File: src/hw/rtl/ais_pkg.sv
// Shared types and constants for the active input slot table.
// Holds the slot count, field widths, request and register codes and the entry type.
// No dependencies; every other file of the block imports it.
package ais_pkg;

    localparam int MAX_SLOTS = 16;
    localparam int IDX_W     = (MAX_SLOTS > 1) ? $clog2(MAX_SLOTS) : 1;
    localparam int CNT_W     = $clog2(MAX_SLOTS + 1);

    // Fixed field widths of the stream payloads.
    localparam int WORD_W      = 32;
    localparam int REQ_W       = 3;
    localparam int SIDX_W      = 8;
    localparam int HIT_IDX_W   = 4;
    localparam int ECOUNT_W    = 5;
    localparam int CAP_W       = 5;
    localparam int CFG_IDX_W   = 1;
    localparam int CFG_DATA_W  = 32;

    localparam int S_TDATA_W   = 136;
    localparam int S_TUSER_W   = REQ_W;
    localparam int M_TDATA_W   = 144;
    localparam int M_TUSER_W   = 1;

    typedef enum logic [REQ_W-1:0] {
        REQ_PUSH      = 3'd0,
        REQ_REMOVE_ID = 3'd1,
        REQ_REMOVE_IX = 3'd2,
        REQ_FIND      = 3'd3,
        REQ_GET       = 3'd4,
        REQ_CLEAR     = 3'd5
    } t_req_type;

    typedef enum logic [CFG_IDX_W-1:0] {
        CFG_CAPACITY    = 1'b0,
        CFG_DEFAULT_TAG = 1'b1
    } t_cfg_reg;

    typedef struct packed {
        logic        [WORD_W-1:0] id;
        logic signed [WORD_W-1:0] x;
        logic signed [WORD_W-1:0] y;
        logic        [WORD_W-1:0] tag;
    } t_entry;

    // Per-cell update controls: load takes the pushed entry, shift takes the neighbor.
    typedef struct packed {
        logic load;
        logic shift;
    } t_cell_ctl;

endpackage

File: src/hw/rtl/ais_slot_cell.sv
// One slot of the table: holds an entry and compares its id against the search key.
// Depends on ais_pkg for the entry and control types.
module ais_slot_cell (
    input  logic              i_clk,
    input  ais_pkg::t_cell_ctl i_ctl,
    input  logic              i_valid,
    input  logic [31:0]       i_key,
    input  ais_pkg::t_entry   i_load_entry,
    input  ais_pkg::t_entry   i_next_entry,
    output ais_pkg::t_entry   o_entry,
    output logic              o_match
);
    import ais_pkg::*;

    t_entry r_entry;

    // A load wins over a shift: a push after a removal lands on the cell that shifted.
    always_ff @(posedge i_clk) begin
        if (i_ctl.load) begin
            r_entry <= i_load_entry;
        end else if (i_ctl.shift) begin
            r_entry <= i_next_entry;
        end
    end

    assign o_entry = r_entry;
    assign o_match = i_valid && (r_entry.id == i_key);

endmodule

File: src/hw/rtl/ais_first_hit.sv
// Priority encoder over the match flags of the slot row.
// Depends on ais_pkg for the slot count and index width.
module ais_first_hit (
    input  logic [ais_pkg::MAX_SLOTS-1:0] i_match,
    output logic                          o_found,
    output logic [ais_pkg::IDX_W-1:0]     o_index
);
    import ais_pkg::*;

    // Scanning downward leaves the lowest matching slot in the index.
    always_comb begin
        o_index = '0;
        for (int i = MAX_SLOTS - 1; i >= 0; i--) begin
            if (i_match[i]) begin
                o_index = IDX_W'(i);
            end
        end
    end

    assign o_found = |i_match;

endmodule

File: src/hw/rtl/active_input_slot_table.sv
// Top level of the active input slot table: request decode, slot row, result register.
// Depends on ais_pkg, ais_slot_cell and ais_first_hit.
//
//  Channel   Direction  Payload (low bit first)                           Handshake
//  s_axis    in         tuser: req_type; tdata: point_id, pos_x, pos_y,   tvalid/tready
//                       tag_in, slot_index
//  m_axis    out        tuser: hit; tdata: hit_index, out_id, out_x,      tvalid/tready
//                       out_y, out_tag, entry_count
//  cfg       in         index 0 capacity, index 1 default_tag             write enable only
//
// The slot row compares, shifts and loads in the cycle the request is accepted, and the
// result appears in the output register on the next cycle. A new request can be accepted
// every cycle while the result register can take it. Reset sets the count to zero,
// capacity to the slot count and the default tag to zero; slot contents are not cleared,
// since only slots below the count are read. When the result register is full and not
// taken, the input stalls until it drains.
module active_input_slot_table (
    input  logic                        i_clk,
    input  logic                        i_rst_n,
    // Request stream.
    input  logic                        s_axis_tvalid,
    output logic                        s_axis_tready,
    // tdata: point_id[31:0], pos_x[63:32], pos_y[95:64], tag_in[127:96],
    //        slot_index[135:128]
    input  logic [ais_pkg::S_TDATA_W-1:0] s_axis_tdata,
    // tuser: req_type[2:0]
    input  logic [ais_pkg::S_TUSER_W-1:0] s_axis_tuser,
    // Result stream.
    output logic                        m_axis_tvalid,
    input  logic                        m_axis_tready,
    // tdata: hit_index[3:0], out_id[35:4], out_x[67:36], out_y[99:68],
    //        out_tag[131:100], entry_count[136:132], zeros above
    output logic [ais_pkg::M_TDATA_W-1:0] m_axis_tdata,
    // tuser: hit[0]
    output logic [ais_pkg::M_TUSER_W-1:0] m_axis_tuser,
    // Configuration writes.
    input  logic                        i_cfg_we,
    input  logic [ais_pkg::CFG_IDX_W-1:0] i_cfg_idx,
    input  logic [ais_pkg::CFG_DATA_W-1:0] i_cfg_data
);
    import ais_pkg::*;

    // Unpacked request fields.
    logic [WORD_W-1:0] req_id;
    t_entry            req_entry;
    logic [SIDX_W-1:0] req_sidx;
    t_req_type         req_type;

    assign req_id          = s_axis_tdata[31:0];
    assign req_entry.id    = s_axis_tdata[31:0];
    assign req_entry.x     = s_axis_tdata[63:32];
    assign req_entry.y     = s_axis_tdata[95:64];
    assign req_entry.tag   = s_axis_tdata[127:96];
    assign req_sidx        = s_axis_tdata[135:128];
    assign req_type        = t_req_type'(s_axis_tuser);

    // State and configuration registers.
    logic [CNT_W-1:0]  r_count, n_count;
    logic [CNT_W-1:0]  r_capacity, n_capacity;
    logic [WORD_W-1:0] r_default_tag, n_default_tag;

    // Result register.
    logic              r_out_valid;
    logic              r_hit, n_hit;
    logic [HIT_IDX_W-1:0] r_hit_index, n_hit_index;
    t_entry            r_out, n_out;
    logic [ECOUNT_W-1:0] r_ecount, n_ecount;

    logic accept;
    assign s_axis_tready = !r_out_valid || m_axis_tready;
    assign accept        = s_axis_tvalid && s_axis_tready;

    // Slot row.
    t_entry    cell_entry [MAX_SLOTS];
    t_cell_ctl cell_ctl   [MAX_SLOTS];
    logic [MAX_SLOTS-1:0] cell_valid;
    logic [MAX_SLOTS-1:0] cell_match;

    for (genvar g = 0; g < MAX_SLOTS; g++) begin : g_cell
        t_entry next_entry;
        if (g == MAX_SLOTS - 1) begin : g_tail
            assign next_entry = cell_entry[g];
        end else begin : g_body
            assign next_entry = cell_entry[g + 1];
        end

        assign cell_valid[g] = CNT_W'(g) < r_count;

        ais_slot_cell u_cell (
            .i_clk        (i_clk),
            .i_ctl        (cell_ctl[g]),
            .i_valid      (cell_valid[g]),
            .i_key        (req_id),
            .i_load_entry (req_entry),
            .i_next_entry (next_entry),
            .o_entry      (cell_entry[g]),
            .o_match      (cell_match[g])
        );
    end

    logic             found;
    logic [IDX_W-1:0] found_idx;

    ais_first_hit u_first_hit (
        .i_match (cell_match),
        .o_found (found),
        .o_index (found_idx)
    );

    // Request decode. The removal index is the first match for id based requests and the
    // given slot for removal by index; a push then appends after the shortened table.
    logic             sidx_in_range;
    logic             do_remove;
    logic [IDX_W-1:0] rm_idx;
    logic [CNT_W-1:0] count_after_rm;
    logic             push_ok;

    assign sidx_in_range  = 32'(req_sidx) < 32'(r_count);
    assign count_after_rm = r_count - CNT_W'(do_remove);

    always_comb begin
        do_remove = 1'b0;
        rm_idx    = found_idx;
        push_ok   = 1'b0;
        unique case (req_type)
            REQ_PUSH: begin
                do_remove = found;
            end
            REQ_REMOVE_ID: begin
                do_remove = found;
            end
            REQ_REMOVE_IX: begin
                do_remove = sidx_in_range;
                rm_idx    = req_sidx[IDX_W-1:0];
            end
            default: begin
                do_remove = 1'b0;
            end
        endcase
        if (req_type == REQ_PUSH) begin
            push_ok = (count_after_rm < r_capacity) &&
                      (32'(count_after_rm) < MAX_SLOTS);
        end
    end

    always_comb begin
        for (int i = 0; i < MAX_SLOTS; i++) begin
            cell_ctl[i].shift = accept && do_remove && (IDX_W'(i) >= rm_idx);
            cell_ctl[i].load  = accept && push_ok && (CNT_W'(i) == count_after_rm);
        end
    end

    // Result and count for the request at hand.
    t_entry            get_entry;
    logic [31:0]       hit_idx_wide;
    logic [31:0]       count_wide;
    logic [CNT_W-1:0]  req_count;

    assign get_entry = cell_entry[req_sidx[IDX_W-1:0]];

    always_comb begin
        n_hit        = 1'b0;
        hit_idx_wide = '0;
        n_out        = '0;
        req_count    = count_after_rm;
        unique case (req_type)
            REQ_PUSH: begin
                n_hit = push_ok;
                if (push_ok) begin
                    req_count = count_after_rm + CNT_W'(1);
                end
            end
            REQ_REMOVE_ID: begin
                n_hit = found;
            end
            REQ_REMOVE_IX: begin
                n_hit = sidx_in_range;
            end
            REQ_FIND: begin
                n_hit = found;
                if (found) begin
                    hit_idx_wide = 32'(found_idx);
                end
            end
            REQ_GET: begin
                if (sidx_in_range) begin
                    n_hit = 1'b1;
                    n_out = get_entry;
                end else begin
                    n_out.tag = r_default_tag;
                end
            end
            REQ_CLEAR: begin
                req_count = '0;
            end
            default: begin
                // Unused request codes change nothing and answer zeros apart from the entry count.
                n_hit = 1'b0;
            end
        endcase
        count_wide  = 32'(req_count);
        n_hit_index = hit_idx_wide[HIT_IDX_W-1:0];
        n_ecount    = count_wide[ECOUNT_W-1:0];
    end

    // Count and configuration. Writes must come only while idle, so that a capacity write and a
    // request never meet in one cycle; the block does not enforce this, and the write wins.
    logic [CAP_W-1:0] cap_wr;
    logic [CNT_W-1:0] cap_new;
    assign cap_wr  = i_cfg_data[CAP_W-1:0];
    assign cap_new = (32'(cap_wr) > MAX_SLOTS) ? CNT_W'(MAX_SLOTS) : CNT_W'(cap_wr);

    always_comb begin
        n_count       = r_count;
        n_capacity    = r_capacity;
        n_default_tag = r_default_tag;
        if (i_cfg_we) begin
            unique case (t_cfg_reg'(i_cfg_idx))
                CFG_CAPACITY: begin
                    // A zero capacity is ignored; a lower one drops the table's tail.
                    if (cap_wr != '0) begin
                        n_capacity = cap_new;
                        if (r_count > cap_new) begin
                            n_count = cap_new;
                        end
                    end
                end
                CFG_DEFAULT_TAG: begin
                    n_default_tag = i_cfg_data[WORD_W-1:0];
                end
            endcase
        end else if (accept) begin
            n_count = req_count;
        end
    end

    always_ff @(posedge i_clk) begin
        if (!i_rst_n) begin
            r_count       <= '0;
            r_capacity    <= CNT_W'(MAX_SLOTS);
            r_default_tag <= '0;
            r_out_valid   <= 1'b0;
        end else begin
            r_count       <= n_count;
            r_capacity    <= n_capacity;
            r_default_tag <= n_default_tag;
            if (accept) begin
                r_out_valid <= 1'b1;
            end else if (m_axis_tready) begin
                r_out_valid <= 1'b0;
            end
        end
    end

    always_ff @(posedge i_clk) begin
        if (accept) begin
            r_hit       <= n_hit;
            r_hit_index <= n_hit_index;
            r_out       <= n_out;
            r_ecount    <= n_ecount;
        end
    end

    assign m_axis_tvalid = r_out_valid;
    assign m_axis_tuser  = r_hit;
    assign m_axis_tdata  = {7'b0, r_ecount, r_out.tag, r_out.y, r_out.x, r_out.id,
                            r_hit_index};

endmodule

File: config.mk
export PLATFORM = sky130hd
export DESIGN_NAME = active_input_slot_table
export DESIGN_NICKNAME = d
export VERILOG_FILES = /design/src/hw/rtl/ais_pkg.sv /design/src/hw/rtl/ais_slot_cell.sv /design/src/hw/rtl/ais_first_hit.sv /design/src/hw/rtl/active_input_slot_table.sv
export SDC_FILE = /design/constraint.sdc
export NUM_CORES = 2
export LEC_CHECK = 0
export BUFFER_PORTS_ARGS = -buffer_cell sky130_fd_sc_hd__buf_4
export CAP_MARGIN = 5
export CORE_UTILIZATION = 45
export CTS_BUF_LIST = sky130_fd_sc_hd__clkbuf_16
export CTS_CLUSTER_DIAMETER = 30
export DETAILED_ROUTE_END_ITERATION = 10
export HOLD_SLACK_MARGIN = 0.02
export PLACE_DENSITY_LB_ADDON = 0.15
export SYNTH_ARGS = -nofsm -noshare
export SYNTH_HDL_FRONTEND = slang
export SYNTH_SLANG_ARGS = --single-unit
File: constraint.sdc
create_clock -name i_clk -period 18.65 [get_ports i_clk]
set_input_delay 3.73 -clock i_clk [delete_from_list [all_inputs] [get_ports i_clk]]
set_output_delay 3.73 -clock i_clk [all_outputs]
set_load 0.1 [all_outputs]
=== Yosys cells after proc, flatten, opt, wreduce, memory -nomap -nowiden ===
Cells that the tools add are included.

* Add/subtract/negate cells: 2
* Multipliers: 0
* Divide/modulo/power cells: 0
* Magnitude comparators: 37
* Equal/unequal tests: 39
* Shift operators: 0
* Multiplexer cells: 65
* Bitwise logic cells: 2
* Reduce and logical (&&, ||, !) cells: 81

{| class="wikitable"
|+ Operators by type and width
! operator !! number
|-
| 128-bit two-way mux || 32
|-
| 128-bit binary-select mux with 4-bit select || 1
|-
| 32-bit equality test || 16
|-
| 4-bit two-way mux || 17
|-
| 1-bit logical AND || 51
|-
| 4-bit by 5-bit equality test with 1-bit output, first input constant || 8
|-
| 4-bit by 5-bit less-than comparator with 1-bit output, first input constant || 8
|-
| 5-bit two-way mux || 7
|-
| 2-bit nonzero test || 17
|-
| 32-bit two-way mux || 1
|-
| 4-bit greater-or-equal comparator, first input constant || 7
|-
| 3-bit by 5-bit equality test with 1-bit output, first input constant || 4
|-
| 3-bit by 5-bit less-than comparator with 1-bit output, first input constant || 4
|-
| 3-bit by 4-bit greater-or-equal comparator with 1-bit output, first input constant || 4
|-
| 16-bit OR reduction || 1
|-
| 2-bit by 5-bit equality test with 1-bit output, first input constant || 2
|-
| 1-bit by 5-bit less-than comparator with 1-bit output, first input constant || 2
|-
| 2-bit by 5-bit less-than comparator with 1-bit output, first input constant || 2
|-
| 5-bit case mux with 2 select lines || 1
|-
| 1-bit by 4-bit greater-or-equal comparator with 1-bit output, first input constant || 2
|-
| 2-bit by 4-bit greater-or-equal comparator with 1-bit output, first input constant || 2
|-
| 8-bit by 5-bit less-than comparator with 1-bit output || 1
|-
| 3-bit by 2-bit equality test with 1-bit output, second input constant || 2
|-
| 3-bit equality test, second input constant || 2
|-
| 25 further kinds || 32
|}

* Register bits after elaboration: 2229
* Bits in latches: 0
* RAM bits: 0
* ROM bits: 0
* Input bits: 177
* Output and inout bits: 147
* Word-level logic and storage cells: 301
* Memories kept: 0

=== Logic depth before layout (Yosys ltp) ===
* Word-level depth: 23
* Depth in mapped cells: 27
* Gate-level depth less buffers: 22

=== Cells and area by module ===
From an unflattened synthesis, not the netlist that was laid out.

* Cells, all modules: 6551
* Area total of the unflattened synthesis: 115205.5 um^2

{| class="wikitable"
|+ Modules (own cells, without submodules)
! module !! times used !! cells an instance !! area each (um^2) !! seq. area each (um^2)
|-
| ais_slot_cell || 16 || 315 || 5744.3 || 3843.7
|-
| active_input_slot_table || 1 || 1477 || 23120.9 || 5004.8
|-
| ais_first_hit || 1 || 34 || 176.4 || 0.0
|}

=== Worst setup path after synthesis ===
No wires, ideal clock.

* Path type: in2reg
* From: in m_axis_tready
* To: reg g_cell[2].u_cell.r_entry, in the netlist g_cell[2].u_cell.o_entry[0] (enable)
* Library setup time: 0.660 ns
* Data arrival time: 14.377 ns
* Data required time: 17.990 ns
* Path slack: 3.613 ns
* Stages on the path: 6
* Buffers on the path: 0
* Cell sequence: nand2b_1 -> nand2_1 -> inv_1 -> nand3_4 -> nand2b_4 -> o22ai_1

* Longest elaborated chain between the ends: 5
* Elaborated cells between the ends (all ways): 7
* Those cells by class: reduce/logical: 7

{| class="wikitable"
|+ Ends and longest elaborated chain
! element !! line !! text
|-
| start, declared || active_input_slot_table.sv:30 || <nowiki>input logic m_axis_tready,</nowiki>
|-
| 1-bit logical OR (*) || active_input_slot_table.sv:70 || <nowiki>assign s_axis_tready = !r_out_valid || m_axis_tready;</nowiki>
|-
| 1-bit logical AND (*) || active_input_slot_table.sv:71 || <nowiki>assign accept = s_axis_tvalid && s_axis_tready;</nowiki>
|-
| net accept || active_input_slot_table.sv:69 || <nowiki>logic accept;</nowiki>
|-
| 1-bit logical AND (on tied branches) || n/a ||
|-
| 1-bit logical AND (on tied branches) || active_input_slot_table.sv:148, active_input_slot_table.sv:149 ||
|-
| 2-bit nonzero test (no source line) (*) || n/a ||
|-
| end signal, assigned || ais_slot_cell.sv:20 || <nowiki>r_entry <= i_load_entry;</nowiki>
|-
| end signal, assigned || ais_slot_cell.sv:22 || <nowiki>r_entry <= i_next_entry;</nowiki>
|-
| end, declared || ais_slot_cell.sv:15 || <nowiki>t_entry r_entry;</nowiki>
|}

The timed path passes the listed nets; every way through them passes the cells marked *.
A chain may end at the register's enable or synchronous reset.

=== Worst setup path after layout ===
* From: in s_axis_tdata[13] in the netlist's numbering
* To: reg g_cell[9].u_cell.r_entry, in the netlist g_cell[9].u_cell.o_entry[36] (enable)

* Longest elaborated chain between the ends: 22
* Elaborated cells between the ends (all ways): 63
* Those cells by class: add/sub: 1; order compare: 3; eq/ne: 17; mux: 19; reduce/logical: 23

{| class="wikitable"
|+ Ends and longest elaborated chain
! element !! line !! text
|-
| start, declared || active_input_slot_table.sv:25 || <nowiki>input logic [ais_pkg::S_TDATA_W-1:0] s_axis_tdata,</nowiki>
|-
| 32-bit equality test || ais_slot_cell.sv:27 || <nowiki>assign o_match = i_valid && (r_entry.id == i_key);</nowiki>
|-
| 1-bit logical AND || ais_slot_cell.sv:27 ||
|-
| 4-bit two-way mux (16 in a row) || ais_first_hit.sv:14 || <nowiki>if (i_match[i]) begin</nowiki>
|-
| 4-bit two-way mux || active_input_slot_table.sv:125 || <nowiki>unique case (req_type)</nowiki>
|-
| 4-bit greater-or-equal comparator || active_input_slot_table.sv:148 || <nowiki>cell_ctl[i].shift = accept && do_remove && (IDX_W'(i) >= rm_idx);</nowiki>
|-
| 1-bit logical AND || active_input_slot_table.sv:148 ||
|-
| 2-bit nonzero test (no source line) (*) || n/a ||
|-
| end signal, assigned || ais_slot_cell.sv:20 ||
|-
| end signal, assigned || ais_slot_cell.sv:22 ||
|-
| end, declared || ais_slot_cell.sv:15 ||
|}

Mark *: on every way between the ends. The rest lies on a longest branch, timed or not.

==> results.rst <==
.. list-table::
   :header-rows: 1

   * - Metric
     - Value
   * - Number of placement rows
     - 185
   * - Post-Synthesis Cells
     - 6893
   * - Core Area
     - 254000 µm²
   * - Required time of the critical path
     - 19.14 ns
   * - Final standard cell utilization of the core
     - 54.5%
   * - Sw frac
     - 22.9%
   * - Unrepaired setup endpoints after global routing
     - false
   * - Slew Limit Fails
     - 0
   * - Final Hold Vio Count
     - 0
   * - Clock tree from TritonCTS
     - done
   * - DR vias/cell
     - 6.33
   * - Delay of the slowest cell on the worst path
     - 0.86 ns
   * - Die Y-Extent
     - 508 µm
   * - Post-CTS resize count
     - 0
   * - Yosys Warn Count
     - 0
   * - Vias in the first global route
     - 71751
   * - Clock share of power
     - 59.3%
   * - Number of standard cells in the final layout excluding fillers
     - 11043
   * - MaxCap Viol Count
     - 0
   * - Worst Path Max Fanout
     - 45
   * - Sum of net half-perimeters after detailed placement
     - 227000 µm
   * - Post-CTS setup buffer count
     - 0
   * - Seq/Total Area, Yosys
     - 57.6%
   * - Power share of the combinational group
     - 5.2%
   * - Total of hold buffers inserted after clock tree synthesis
     - 0
   * - Top flip-flop cell by instance count after synthesis
     - sky130_fd_sc_hd__edfxtp_1
   * - Crit path capture type
     - flip-flop
   * - Num ports
     - 324
   * - Setup Viol. Count Final
     - 0
   * - F_max
     - 83.3 MHz
   * - DIE WIDTH
     - 508 µm
   * - Min-Delay Path Class
     - flip-flop to flip-flop
   * - Final total negative setup slack
     - 0 ns
   * - Leakage power
     - 0.0455 µW
   * - Number of buffers created by CTS
     - 539
   * - Maximum number of pins on one net before global-route repair
     - 109
   * - Synth-to-Final Area Change
     - 20.1%
   * - Total wirelength of the detailed-routed design
     - 395000 µm
   * - Peak supply drop
     - 94.1 µV
   * - Endpoint of the worst register-to-register path
     - g_cell[9].u_cell.o_entry[36]$_DFFE_PP_
   * - Measured slew at the worst slew-check pin
     - 1.38 ns
   * - Inst Count DP
     - 10070
   * - CP arrival
     - 12.50 ns
   * - Via count
     - 69950
   * - Final net count
     - 7442
   * - Count of fill cells added during filler insertion
     - 20110
   * - DR iter-0 viols
     - 7518
   * - Most frequent cells in the layout
     - sky130_fd_sc_hd__edfxtp_1 (2186), sky130_fd_sc_hd__mux2_2 (1915), sky130_fd_sc_hd__mux4_2 (640)
   * - Total Power Consumption
     - 15500 µW
   * - Worst setup path startpoint
     - s_axis_tdata[13]
   * - Fraction of layout instances using a drive strength above 1
     - 50.0%
   * - Drc violations
     - 0
   * - Portion of the clock cycle consumed by the worst path in the final layout
     - 64.4%
   * - Remaining global-route overflow
     - 0
   * - Launching element type of the critical path
     - input pin
   * - Average cell area after synthesis
     - 16.7 µm²
   * - Wire length of the first global-routing pass
     - 556000 µm
   * - First drt pass iteration count
     - 6
   * - Number of stages on the worst hold path
     - 2
   * - Category of the critical setup timing path
     - input pin to flip-flop
   * - Overall die area
     - 258000 µm²
   * - Antenna viol nets, final
     - 0
   * - Result of the run
     - completed
   * - Critical Path Sink
     - g_cell[9].u_cell.o_entry[36]$_DFFE_PP_
   * - Smallest setup slack after layout
     - 6.64 ns
   * - Min Tclk post-route
     - 12.01 ns
   * - Normalized max-slew margin
     - 7.90%
   * - WL/cell
     - 35.8 µm
   * - Unique cell type count in the Yosys netlist
     - 75
   * - Number of buffers on the longest clock path
     - 4
   * - Antenna violations before repair
     - 43
   * - Master of the slowest instance on the critical path
     - sky130_fd_sc_hd__buf_4
   * - Beginning of the worst register-to-register path
     - r_count[4]$_SDFFE_PN0P_
   * - Flops & latches, synth
     - 2229
   * - Clock Latency Late Sink
     - 0.91 ns
   * - Number of enable flip-flop cells after synthesis
     - 2186
   * - Clock sink count
     - 2229
   * - Clk slew on worst S/H paths
     - 0.05 ns
   * - Initial cell density of the core
     - 45.4%
   * - Most common library cell in the layout ignoring fill and taps
     - sky130_fd_sc_hd__edfxtp_1
   * - Crit path top cell by count
     - sky130_fd_sc_hd__buf_4
   * - R2R cell count
     - 24
   * - Clock tree skew after final layout
     - 0.0644 ns
   * - Worst slack, placed
     - 5.90 ns
   * - Count of input and output buffers
     - 316
   * - Cell Area, Synth
     - 115000 µm²
   * - Worst R2R Setup Slack
     - 9.11 ns
   * - Cell Pwr Density
     - 112 nW/µm²
   * - Maximum level of the CTS H-tree
     - 6
   * - Sw Pwr
     - 3550 µW
   * - Sequential group share of total power
     - 35.5%
   * - Total Routing Usage GR
     - 30.4%
   * - Final weighted congestion in routability-driven placement
     - 0.996
   * - Total internal power
     - 12000 µW
   * - Post-synthesis async set-or-reset flop share
     - 0%
   * - Clock tree root buffer cell
     - sky130_fd_sc_hd__clkbuf_16
## worst min path at each step
| stage | start | end | slack, ns |
|---|---|---|---|
| detailed placement | r_default_tag[18]$_SDFFE_PN0P_ | r_default_tag[18]$_SDFFE_PN0P_ | 0.45 |
| global route | r_default_tag[18]$_SDFFE_PN0P_ | r_default_tag[18]$_SDFFE_PN0P_ | 0.48 |
| finish | r_default_tag[12]$_SDFFE_PN0P_ | r_default_tag[12]$_SDFFE_PN0P_ | 0.45 |
| CTS | r_default_tag[18]$_SDFFE_PN0P_ | r_default_tag[18]$_SDFFE_PN0P_ | 0.46 |
| global placement | r_default_tag[1]$_SDFFE_PN0P_ | r_default_tag[1]$_SDFFE_PN0P_ | 0.44 |
| floorplan | r_default_tag[0]$_SDFFE_PN0P_ | r_default_tag[0]$_SDFFE_PN0P_ | 0.44 |
## critical path: cells and delay by family
family | cells | cell delay, ns
AO/OA/AOI/OAI | 6 | 1.47
XOR/XNOR | 2 | 1.17
adder cells (fa/ha/maj) | 3 | 0.73
buffers and inverters | 5 | 2.94
AND/OR/NAND/NOR | 9 | 2.34
## layer usage
layer	share of wire, %	track usage, %	wire length [µm]
met2	47	47.8	185000
met5	0.063	0	248
met3	7.7	6.28	30500
met4	4.6	13.1	18000
met1	41	40.9	161000
## registers in the layout (all words and copies together) (netlist names)
name,flops
r_default_tag,32
g_cell.u_cell.o_entry,2048
r_hit_index,4
m_axis_tdata,128
r_ecount,5
m_axis_tuser,1
m_axis_tvalid,1
r_count,5
r_capacity,5
## power by group through the flow
stage	logic, µW	clock network, µW	registers [µW]
global placement	798	0	5590
detailed placement	797	0	5590
CTS	800	9300	5510
floorplan	420	0	5700
global route	834	9550	5510
finish	803	9210	5510
## cells by family after synthesis
| group | Yosys count | share of synthesized area (%) |
|---|---|---|
| flip-flops | 2229 | 57.6 |
| buffers and inverters | 646 | 2.48 |
| other | 1 | 0.00325 |
| AND/OR/NAND/NOR | 757 | 3.63 |
| adder cells (fa/ha/maj) | 20 | 0.217 |
| AO/OA/AOI/OAI | 157 | 0.828 |
| multiplexers | 2560 | 31.2 |
| XOR/XNOR | 523 | 3.98 |
## synthesized netlist by cell type (6+ instances only)
| library cell | number | area share, % |
|---|---|---|
| sky130_fd_sc_hd__nand2b_1 | 7 | 0.038 |
| sky130_fd_sc_hd__or3_1 | 10 | 0.054 |
| sky130_fd_sc_hd__o22ai_1 | 13 | 0.070 |
| sky130_fd_sc_hd__nand3_1 | 40 | 0.17 |
| sky130_fd_sc_hd__buf_2 | 210 | 0.91 |
| sky130_fd_sc_hd__buf_4 | 22 | 0.14 |
| sky130_fd_sc_hd__dfxtp_1 | 43 | 0.75 |
| sky130_fd_sc_hd__xnor2_1 | 336 | 2.6 |
| sky130_fd_sc_hd__nor4_1 | 95 | 0.52 |
| sky130_fd_sc_hd__nor3b_1 | 9 | 0.059 |
| sky130_fd_sc_hd__a211o_1 | 7 | 0.053 |
| sky130_fd_sc_hd__buf_6 | 10 | 0.098 |
| sky130_fd_sc_hd__nand2_1 | 196 | 0.64 |
| sky130_fd_sc_hd__or4_1 | 17 | 0.11 |
| sky130_fd_sc_hd__buf_1 | 57 | 0.19 |
| sky130_fd_sc_hd__inv_1 | 24 | 0.078 |
| sky130_fd_sc_hd__edfxtp_1 | 2186 | 57 |
| sky130_fd_sc_hd__ha_1 | 20 | 0.22 |
| sky130_fd_sc_hd__nor2_1 | 54 | 0.18 |
| sky130_fd_sc_hd__a211oi_1 | 6 | 0.039 |
| sky130_fd_sc_hd__nand4_1 | 144 | 0.78 |
| sky130_fd_sc_hd__mux4_2 | 640 | 12 |
| sky130_fd_sc_hd__and3_1 | 7 | 0.038 |
| sky130_fd_sc_hd__clkbuf_1 | 319 | 1.0 |
| sky130_fd_sc_hd__nor2b_1 | 101 | 0.55 |
| sky130_fd_sc_hd__nand4b_1 | 7 | 0.053 |
| sky130_fd_sc_hd__o21ai_0 | 13 | 0.056 |
| sky130_fd_sc_hd__xor2_1 | 186 | 1.4 |
| sky130_fd_sc_hd__a21oi_1 | 82 | 0.36 |
| sky130_fd_sc_hd__mux2_2 | 1915 | 19 |
| sky130_fd_sc_hd__nor3_1 | 33 | 0.14 |
## stage by stage
step           cell area [µm²]  hold WS [ns]
2_1_floorplan           115000         0.437
3_3_place_gp            121000         0.443
3_5_place_dp            121000         0.450
4_1_cts                 139000         0.456
5_1_grt                 139000         0.475
6_report                139000         0.453
## layout make-up
class / instances / area, µm² / area share (%)
Sequential cell: 2229 / 66500 / 48.0
Multi-Input combinational cell: 4024 / 46400 / 33.4
Clock buffer: 551 / 13800 / 9.95
Tap cell: 3366 / 4210 / 3.04
Clock inverter: 412 / 4080 / 2.94
Timing Repair Buffer: 424 / 3510 / 2.54
Inverter: 27 / 109 / 0.0785
Antenna cell: 10 / 25.0 / 0.0181
Note: power is estimated with default switching activity, not from simulation.
